File: config.mk
export PLATFORM = sky130hd
export DESIGN_NAME = hsl_to_rgb_converter_core
export DESIGN_NICKNAME = d
export VERILOG_FILES = /design/src/rtl/hsl2rgb_pkg.sv /design/src/rtl/hsl_to_rgb_converter_core.sv /design/src/rtl/hsl2rgb_temp.sv /design/src/rtl/hsl2rgb_channel.sv
export SDC_FILE = /design/constraint.sdc
export NUM_CORES = 2
export LEC_CHECK = 0
export BUFFER_PORTS_ARGS = -buffer_cell sky130_fd_sc_hd__buf_2
export CAP_MARGIN = 40
export CORE_MARGIN = 2
export CORE_UTILIZATION = 58
export DETAILED_ROUTE_END_ITERATION = 7
export PLACE_DENSITY = 0.79
export SETUP_SLACK_MARGIN = 0.1
export SLEW_MARGIN = 20
export SYNTH_ARGS = -nofsm -noshare
export SYNTH_HDL_FRONTEND = slang
export SYNTH_SLANG_ARGS = --single-unit
File: constraint.sdc
create_clock -name aclk -period 9.8 [get_ports aclk]
set_input_delay 0.49 -clock aclk [delete_from_list [all_inputs] [get_ports aclk]]
set_output_delay 0.49 -clock aclk [all_outputs]
set_load 0.03 [all_outputs]
File: src/rtl/hsl2rgb_pkg.sv
package hsl2rgb_pkg;

    // Pipeline depth and the register stage that each part of the work lands in
    localparam int PIPE_DEPTH = 8;
    localparam int ST_FRAC    = 0;  // bytes to fractions
    localparam int ST_PROD    = 1;  // lightness * saturation, hue positions
    localparam int ST_T1      = 2;  // first temporary
    localparam int ST_T2      = 3;  // second temporary
    localparam int ST_SEL     = 4;  // span, region and ramp factor per channel
    localparam int ST_MUL     = 5;  // span * factor
    localparam int ST_SUM     = 6;  // channel fraction
    localparam int ST_OUT     = 7;  // channel bytes, output register

    typedef struct packed {
        logic [7:0] hue;
        logic [7:0] saturation;
        logic [7:0] lightness;
    } hsl_pixel_t;

    typedef struct packed {
        logic [7:0] red;
        logic [7:0] green;
        logic [7:0] blue;
    } rgb_pixel_t;

    typedef struct packed {
        logic [PIPE_DEPTH-1:0] advance;
    } pipe_ctrl_t;

    typedef enum logic [1:0] {
        REGION_RISE,
        REGION_TOP,
        REGION_FALL,
        REGION_BOTTOM
    } region_t;

endpackage

File: src/rtl/hsl_to_rgb_converter_core.sv
// An accepted request goes through stages ST_FRAC to ST_OUT in order to reach m_data.
// Throughput: one pixel per cycle; every stage holds on a stall and fills bubbles,
// so the input keeps taking requests while any stage ahead is empty.
// The rate is set by the eight-stage pipeline, one register stage per arithmetic step.
// Reset (aresetn low, synchronous) clears the stage valid bits only; data registers keep.
module hsl_to_rgb_converter_core
    import hsl2rgb_pkg::*;
#(
    parameter int FRACTION_BITS = 16
) (
    input  logic       aclk,
    input  logic       aresetn,
    input  logic       s_valid,
    output logic       s_ready,
    input  hsl_pixel_t s_data,
    output logic       m_valid,
    input  logic       m_ready,
    output rgb_pixel_t m_data
);

    logic [PIPE_DEPTH-1:0] valid_reg, valid_in, advance;
    pipe_ctrl_t            ctrl;

    // Each stage moves when empty or when the stage after it moves
    always_comb begin
        advance[PIPE_DEPTH-1] = !valid_reg[PIPE_DEPTH-1] || m_ready;
        for (int i = PIPE_DEPTH - 2; i >= 0; i--) begin
            advance[i] = !valid_reg[i] || advance[i+1];
        end
    end

    assign ctrl.advance = advance;
    assign valid_in     = {valid_reg[PIPE_DEPTH-2:0], s_valid};

    always_ff @(posedge aclk) begin
        if (!aresetn) begin
            valid_reg <= '0;
        end else begin
            for (int i = 0; i < PIPE_DEPTH; i++) begin
                if (advance[i]) begin
                    valid_reg[i] <= valid_in[i];
                end
            end
        end
    end

    // Gray bypass for zero saturation travels alongside the arithmetic
    logic [PIPE_DEPTH-2:0] zero_reg;
    logic [7:0]            light_reg [PIPE_DEPTH-1];

    always_ff @(posedge aclk) begin
        if (advance[0]) begin
            zero_reg[0]  <= (s_data.saturation == 8'h00);
            light_reg[0] <= s_data.lightness;
        end
        for (int i = 1; i < PIPE_DEPTH - 1; i++) begin
            if (advance[i]) begin
                zero_reg[i]  <= zero_reg[i-1];
                light_reg[i] <= light_reg[i-1];
            end
        end
    end

    logic [FRACTION_BITS:0]   t1, t2;
    logic [FRACTION_BITS-1:0] pos_r, pos_g, pos_b;
    logic [7:0]               level_r, level_g, level_b;

    hsl2rgb_temp #(
        .FRACTION_BITS(FRACTION_BITS)
    ) u_temp (
        .aclk (aclk),
        .ctrl (ctrl),
        .pix  (s_data),
        .t1   (t1),
        .t2   (t2),
        .pos_r(pos_r),
        .pos_g(pos_g),
        .pos_b(pos_b)
    );

    hsl2rgb_channel #(
        .FRACTION_BITS(FRACTION_BITS)
    ) u_chan_r (
        .aclk (aclk),
        .ctrl (ctrl),
        .t1   (t1),
        .t2   (t2),
        .pos  (pos_r),
        .level(level_r)
    );

    hsl2rgb_channel #(
        .FRACTION_BITS(FRACTION_BITS)
    ) u_chan_g (
        .aclk (aclk),
        .ctrl (ctrl),
        .t1   (t1),
        .t2   (t2),
        .pos  (pos_g),
        .level(level_g)
    );

    hsl2rgb_channel #(
        .FRACTION_BITS(FRACTION_BITS)
    ) u_chan_b (
        .aclk (aclk),
        .ctrl (ctrl),
        .t1   (t1),
        .t2   (t2),
        .pos  (pos_b),
        .level(level_b)
    );

    rgb_pixel_t m_data_next, m_data_reg;

    always_comb begin
        if (zero_reg[ST_SUM]) begin
            m_data_next.red   = light_reg[ST_SUM];
            m_data_next.green = light_reg[ST_SUM];
            m_data_next.blue  = light_reg[ST_SUM];
        end else begin
            m_data_next.red   = level_r;
            m_data_next.green = level_g;
            m_data_next.blue  = level_b;
        end
    end

    always_ff @(posedge aclk) begin
        if (advance[ST_OUT]) begin
            m_data_reg <= m_data_next;
        end
    end

    assign m_data  = m_data_reg;
    assign m_valid = valid_reg[ST_OUT];
    assign s_ready = advance[ST_FRAC];

    // An empty or draining output stage must never block the input
    assert property (@(posedge aclk) disable iff (!aresetn)
        (!m_valid || m_ready) |-> s_ready)
        else $error("input stalled while output stage drains");

    // An accepted request occupies the first stage next cycle
    assert property (@(posedge aclk) disable iff (!aresetn)
        (s_valid && s_ready) |=> valid_reg[ST_FRAC])
        else $error("accepted request lost at first stage");

    // A valid ST_SUM stage that cannot move keeps the output stage full
    assert property (@(posedge aclk) disable iff (!aresetn)
        (valid_reg[ST_SUM] && !advance[ST_SUM]) |-> valid_reg[ST_OUT])
        else $error("stage held with an empty stage ahead");

    // Reset empties the output
    assert property (@(posedge aclk)
        !aresetn |=> !m_valid)
        else $error("result valid after reset");

endmodule

File: src/rtl/hsl2rgb_temp.sv
module hsl2rgb_temp
    import hsl2rgb_pkg::*;
#(
    parameter int FRACTION_BITS = 16
) (
    input  logic                     aclk,
    input  pipe_ctrl_t               ctrl,
    input  hsl_pixel_t               pix,
    output logic [FRACTION_BITS:0]   t1,
    output logic [FRACTION_BITS:0]   t2,
    output logic [FRACTION_BITS-1:0] pos_r,
    output logic [FRACTION_BITS-1:0] pos_g,
    output logic [FRACTION_BITS-1:0] pos_b
);

    localparam int FW = FRACTION_BITS + 1;
    localparam int unsigned ONE_I   = 32'd1 << FRACTION_BITS;
    localparam int unsigned THIRD_I = ONE_I / 3;
    localparam logic [FW-1:0]            ONE   = FW'(ONE_I);
    localparam logic [FW-1:0]            HALF  = FW'(ONE_I >> 1);
    localparam logic [FRACTION_BITS-1:0] THIRD = FRACTION_BITS'(THIRD_I);

    // ceil(v * ONE / 255): v / 255 is the byte v repeated in binary, so the
    // floor is the leading fraction bits of that pattern; only 0 and 255 are exact
    function automatic logic [FW-1:0] to_frac(input logic [7:0] v);
        logic [31:0]   rep;
        logic [FW-1:0] frac;
        rep = {v, v, v, v};
        if (v == 8'hFF) begin
            frac = ONE;
        end else if (v == 8'h00) begin
            frac = '0;
        end else begin
            frac = {1'b0, rep[31 -: FRACTION_BITS]} + FW'(1);
        end
        return frac;
    endfunction

    // Fractions
    logic [FW-1:0] hf_reg, sf_reg, lf_reg;

    always_ff @(posedge aclk) begin
        if (ctrl.advance[ST_FRAC]) begin
            hf_reg <= to_frac(pix.hue);
            sf_reg <= to_frac(pix.saturation);
            lf_reg <= to_frac(pix.lightness);
        end
    end

    // Product and hue positions
    logic [2*FW-1:0]          ls_prod;
    logic [FW-1:0]            ls_next;
    logic [FRACTION_BITS-1:0] pr_next, pb_next;
    logic [FW-1:0]            ls_reg, lf2_reg, sf2_reg;
    logic [FRACTION_BITS-1:0] pr2_reg, pg2_reg, pb2_reg;

    assign ls_prod = {{FW{1'b0}}, lf_reg} * {{FW{1'b0}}, sf_reg};
    assign ls_next = ls_prod[FRACTION_BITS +: FW];
    assign pr_next = hf_reg[FRACTION_BITS-1:0] + THIRD;
    assign pb_next = hf_reg[FRACTION_BITS-1:0] - THIRD;

    always_ff @(posedge aclk) begin
        if (ctrl.advance[ST_PROD]) begin
            ls_reg  <= ls_next;
            lf2_reg <= lf_reg;
            sf2_reg <= sf_reg;
            pr2_reg <= pr_next;
            pg2_reg <= hf_reg[FRACTION_BITS-1:0];
            pb2_reg <= pb_next;
        end
    end

    // First temporary
    logic [FW:0]              t1_sum;
    logic [FW-1:0]            t1_next;
    logic [FW-1:0]            t1_reg, lf3_reg;
    logic [FRACTION_BITS-1:0] pr3_reg, pg3_reg, pb3_reg;

    always_comb begin
        if (lf2_reg < HALF) begin
            t1_sum = {1'b0, lf2_reg} + {1'b0, ls_reg};
        end else begin
            t1_sum = {1'b0, lf2_reg} + {1'b0, sf2_reg} - {1'b0, ls_reg};
        end
        t1_next = (t1_sum > {1'b0, ONE}) ? ONE : t1_sum[FW-1:0];
    end

    always_ff @(posedge aclk) begin
        if (ctrl.advance[ST_T1]) begin
            t1_reg  <= t1_next;
            lf3_reg <= lf2_reg;
            pr3_reg <= pr2_reg;
            pg3_reg <= pg2_reg;
            pb3_reg <= pb2_reg;
        end
    end

    // Second temporary, clamped to 0..ONE
    logic [FW:0]              lf_dbl, t2_diff;
    logic [FW-1:0]            t2_next;
    logic [FW-1:0]            t1o_reg, t2_reg;
    logic [FRACTION_BITS-1:0] pr4_reg, pg4_reg, pb4_reg;

    always_comb begin
        lf_dbl  = {lf3_reg, 1'b0};
        t2_diff = lf_dbl - {1'b0, t1_reg};
        if ({1'b0, t1_reg} > lf_dbl) begin
            t2_next = '0;
        end else if (t2_diff > {1'b0, ONE}) begin
            t2_next = ONE;
        end else begin
            t2_next = t2_diff[FW-1:0];
        end
    end

    always_ff @(posedge aclk) begin
        if (ctrl.advance[ST_T2]) begin
            t1o_reg <= t1_reg;
            t2_reg  <= t2_next;
            pr4_reg <= pr3_reg;
            pg4_reg <= pg3_reg;
            pb4_reg <= pb3_reg;
        end
    end

    assign t1    = t1o_reg;
    assign t2    = t2_reg;
    assign pos_r = pr4_reg;
    assign pos_g = pg4_reg;
    assign pos_b = pb4_reg;

endmodule

File: src/rtl/hsl2rgb_channel.sv
module hsl2rgb_channel
    import hsl2rgb_pkg::*;
#(
    parameter int FRACTION_BITS = 16
) (
    input  logic                     aclk,
    input  pipe_ctrl_t               ctrl,
    input  logic [FRACTION_BITS:0]   t1,
    input  logic [FRACTION_BITS:0]   t2,
    input  logic [FRACTION_BITS-1:0] pos,
    output logic [7:0]               level
);

    localparam int FW = FRACTION_BITS + 1;
    localparam int unsigned ONE_I        = 32'd1 << FRACTION_BITS;
    localparam int unsigned TWO_THIRDS_I = (2 * ONE_I) / 3;
    localparam logic [FRACTION_BITS-1:0] TWO_THIRDS = FRACTION_BITS'(TWO_THIRDS_I);
    localparam logic [FRACTION_BITS+2:0] ONE_X6     = (FRACTION_BITS + 3)'(ONE_I);
    localparam logic [FRACTION_BITS+1:0] TWO_X3     = (FRACTION_BITS + 2)'(2 * ONE_I);

    // Region, ramp factor and span
    logic [FRACTION_BITS+2:0] six_pos, six_rest;
    logic [FRACTION_BITS+1:0] three_pos;
    logic [FRACTION_BITS-1:0] rest;
    logic [FW-1:0]            span_next, factor_next;
    region_t                  region_next;
    logic [FW-1:0]            span_reg, factor_reg, t1s_reg, t2s_reg;
    region_t                  region_s_reg;

    always_comb begin
        six_pos   = {3'b000, pos} * (FRACTION_BITS + 3)'(6);
        three_pos = {2'b00, pos} * (FRACTION_BITS + 2)'(3);
        rest      = (TWO_THIRDS >= pos) ? (TWO_THIRDS - pos) : '0;
        six_rest  = {3'b000, rest} * (FRACTION_BITS + 3)'(6);
        span_next = (t1 >= t2) ? (t1 - t2) : '0;
        if (six_pos < ONE_X6) begin
            region_next = REGION_RISE;
        end else if (!pos[FRACTION_BITS-1]) begin
            region_next = REGION_TOP;
        end else if (three_pos < TWO_X3) begin
            region_next = REGION_FALL;
        end else begin
            region_next = REGION_BOTTOM;
        end
        // Both ramps stay within 0..ONE inside their regions
        factor_next = (region_next == REGION_RISE) ? six_pos[FW-1:0] : six_rest[FW-1:0];
    end

    always_ff @(posedge aclk) begin
        if (ctrl.advance[ST_SEL]) begin
            span_reg     <= span_next;
            factor_reg   <= factor_next;
            region_s_reg <= region_next;
            t1s_reg      <= t1;
            t2s_reg      <= t2;
        end
    end

    // Ramp product, truncated
    logic [2*FW-1:0]          ramp_prod;
    logic [FRACTION_BITS+1:0] prod_reg;
    logic [FW-1:0]            t1m_reg, t2m_reg;
    region_t                  region_m_reg;

    assign ramp_prod = {{FW{1'b0}}, span_reg} * {{FW{1'b0}}, factor_reg};

    always_ff @(posedge aclk) begin
        if (ctrl.advance[ST_MUL]) begin
            prod_reg     <= ramp_prod[2*FW-1:FRACTION_BITS];
            region_m_reg <= region_s_reg;
            t1m_reg      <= t1s_reg;
            t2m_reg      <= t2s_reg;
        end
    end

    // Channel fraction
    logic [FRACTION_BITS+2:0] c_next, c_reg;

    always_comb begin
        case (region_m_reg) inside
            REGION_RISE, REGION_FALL: c_next = {2'b00, t2m_reg} + {1'b0, prod_reg};
            REGION_TOP:               c_next = {2'b00, t1m_reg};
            default:                  c_next = {2'b00, t2m_reg};
        endcase
    end

    always_ff @(posedge aclk) begin
        if (ctrl.advance[ST_SUM]) begin
            c_reg <= c_next;
        end
    end

    // c * 255 / ONE, saturated at 255
    logic [FRACTION_BITS+10:0] scaled;
    logic [10:0]               scaled_hi;

    assign scaled    = {c_reg, 8'h00} - {8'h00, c_reg};
    assign scaled_hi = scaled[FRACTION_BITS+10:FRACTION_BITS];
    assign level     = (scaled_hi > 11'd255) ? 8'hFF : scaled_hi[7:0];

endmodule
==> results.json <==
{
  "status": "complete, but fails checks",
  "violations": "design-rule violations",
  "cts_buffers": 74,
  "firstDrtPassIters": 8,
  "pin_count": 54,
  "worst_setup_path_start_kind": "flop",
  "slowest_delay_ps": 740,
  "setup_ws_ps": 2540,
  "largest_reg_flops": 56,
  "cp_data_arrival_time_ps": 7690,
  "cts.sinks": 661,
  "reg2reg_slack_ps": 2540,
  "stdcell_area_um2": 76400,
  "dpl_cell_area_um2": 73600,
  "final_common_cell": "inv_1",
  "cts_setup_buffers": 0,
  "async_flop_share": 0,
  "netlist_instances": 7096,
  "drive_above_1_share": 0.0403,
  "grt_max_degree": 67,
  "clk_latency_ps": 670,
  "synth_seq_cells": 661,
  "wl_um": 165000,
  "numPortBuffers": 53,
  "tns_ps": 0,
  "maxSlewViolCount": 0,
  "syn_nets": 8759,
  "synth_edf_count": 653,
  "grt_antenna_before_repair": 5,
  "syn_avg_cell_area_um2": 10.1,
  "drc": 1,
  "start_util": 0.582,
  "hpwl_um": 126000,
  "ant_nets": 0,
  "worstPathCellList": "buf_4, nand2_1, fa_1, fa_1, fa_1, inv_1, fa_1, fa_1, inv_1, fa_1, inv_1, ha_1, a21oi_1, o21ai_0, inv_1, a21oi_1, a211oi_1, o21bai_1, a21oi_1, nor2_1, a31oi_1, xnor2_1",
  "worstMarginPinSlew_ps": 962,
  "coreArea_um2": 123000,
  "post-route-period-util": 0.741,
  "cts_tree": "yes",
  "wire_per_inst_um": 18.8,
  "min_path_cells": 3,
  "clk_pin_slew_worst_paths_ps": 70,
  "max_freq_mhz": 138,
  "cp-end-kind": "flop",
  "gp_congestion": 0.924,
  "die_height_um": 356,
  "drt_iter0_markers": 3648,
  "reg2regPathDepth": 22,
  "rsz0062_at_grt": "no",
  "cp_max_fo": 34,
  "clk_path_buf_depth": 3,
  "synthSimpleGateAreaFrac": 0.139,
  "synth_fa_ha_area_frac": 0.376,
  "min_period_ps": 7260,
  "hold_buffers": 0,
  "synthFlopType": "edfxtp_1",
  "post_cts_resized": 0,
  "synth_area_um2": 71700,
  "cpMostUsedCell": "fa_1",
  "synth_xor_area_frac": 0.0388,
  "cap_viol_max_count": 0,
  "first_global_vias": 51900,
  "num_vias": 49400,
  "fp-row-count": 129,
  "die-area_um2": 127000,
  "grt_usage": 0.267,
  "die_x_um": 356,
  "slowest_stage": "edfxtp_1",
  "hold_class": "in -> reg",
  "synth-compound-area-share": 0.0768,
  "synthToLayoutAreaGrowth_pct": 6.51,
  "worstPathRequired_ps": 10220,
  "finalSetupViolCount": 0,
  "synth_top_family_by_area": "adder cells",
  "cts-root-buf": "clkbuf_16",
  "max_slew_margin": 0.359,
  "final_cell_mix": "inv_1, fa_1, ha_1",
  "nets": 8721,
  "routed_via_density": 5.65,
  "skew_ps": 40.4,
  "hold_viol": 0,
  "yosysSeqAreaShare": 0.276,
  "synth_cell_types": 87,
  "ctsHtreeMaxLevel": 3,
  "overflow": 0,
  "ys_warn_count": 0,
  "grt_pass1_wl_um": 269000,
  "pre_cts_ws_ps": 2530,
  "synth_mux_area_frac": 0.0131,
  "worst-setup-path-type": "reg -> reg"
}
## cells in the mapped netlist, types with 10 or more instances
master | number | area [µm²]
nand2_1 | 706 | 2650
fa_1 | 871 | 17400
nor2_1 | 333 | 1250
or2_2 | 16 | 100
o21a_1 | 71 | 533
ha_1 | 764 | 9560
a21o_1 | 101 | 758
a21oi_1 | 252 | 1260
nor2b_1 | 72 | 450
and2_1 | 559 | 3500
nor4_1 | 14 | 87.6
mux2i_1 | 81 | 811
a31oi_1 | 48 | 300
nand2b_1 | 53 | 332
a21boi_0 | 17 | 128
edfxtp_1 | 653 | 19600
nand3_1 | 55 | 275
o211ai_1 | 22 | 165
inv_1 | 1304 | 4890
a211oi_1 | 21 | 158
a2111oi_0 | 10 | 87.6
or3_1 | 20 | 125
nand4_1 | 27 | 169
clkbuf_1 | 214 | 803
o31ai_1 | 19 | 143
o21bai_1 | 37 | 278
xor2_1 | 92 | 806
nor3b_1 | 10 | 75.1
o21ai_0 | 129 | 646
and3_1 | 31 | 194
nor3_1 | 83 | 415
xnor2_1 | 226 | 1980
## stage by stage
stage,util,hold WS [ps],cells
2_1_floorplan,-,400,7096
3_3_place_gp,0.597,401,8597
3_5_place_dp,0.598,405,8606
4_1_cts,0.619,24.2,8741
5_1_grt,0.620,45.8,8755
6_report,0.620,66.8,8755
## final cells by class
type / count / area (µm²)
fillers: 9533 / 46700
multi-input cells: 4901 / 46200
flip-flops and latches: 661 / 19800
inverters: 1304 / 4900
well taps: 1637 / 2050
clock buffers: 94 / 1970
repair buffers: 116 / 948
clock inverters: 41 / 578
diodes: 1 / 2.50
## worst max-delay path, delay by kind of cell, from the launching register on
kind	cells	cell delay, ps
xor+xnor	1	90
fa+ha+maj	7	3310
compound gates	7	1810
flops	1	740
simple gates	2	300
buf+inv	5	740
## routing by layer
| metal | track usage | routed length (µm) | part of all wire | up-vias |
|---|---|---|---|---|
| met5 | 0 | 30 | 0.00018 | - |
| met4 | 0.108 | 7180 | 0.044 | 4 |
| met3 | 0.0452 | 12900 | 0.078 | 383 |
| met2 | 0.439 | 77500 | 0.47 | 1755 |
| met1 | 0.353 | 67300 | 0.41 | 24500 |
| li1 | - | - | - | 22800 |
## cells by family after synthesis
kind of cell | count (synthesis)
flip-flops | 661
XOR/XNOR | 318
buffers and inverters | 1534
AND/OR/NAND/NOR | 2016
AO/OA/AOI/OAI | 840
adder cells (fa/ha/maj) | 1635
multiplexers | 92
## final timing paths
path	startpoint	end
setup reg to reg	u_chan_r.span_reg[11]$_SDFFCE_PN0P_	u_chan_b.prod_reg[17]$_DFFE_PP_
hold reg to reg	u_temp.pr3_reg[7]$_DFFE_PP_	u_temp.pos_r[7]$_DFFE_PP_
setup / recovery	u_chan_r.span_reg[11]$_SDFFCE_PN0P_	u_chan_b.prod_reg[17]$_DFFE_PP_
hold / removal	s_valid	valid_reg[0]$_SDFFE_PN0P_
Power is not shown: default switching activity piles up to over one toggle a cycle in this logic, so the estimate is an artifact.
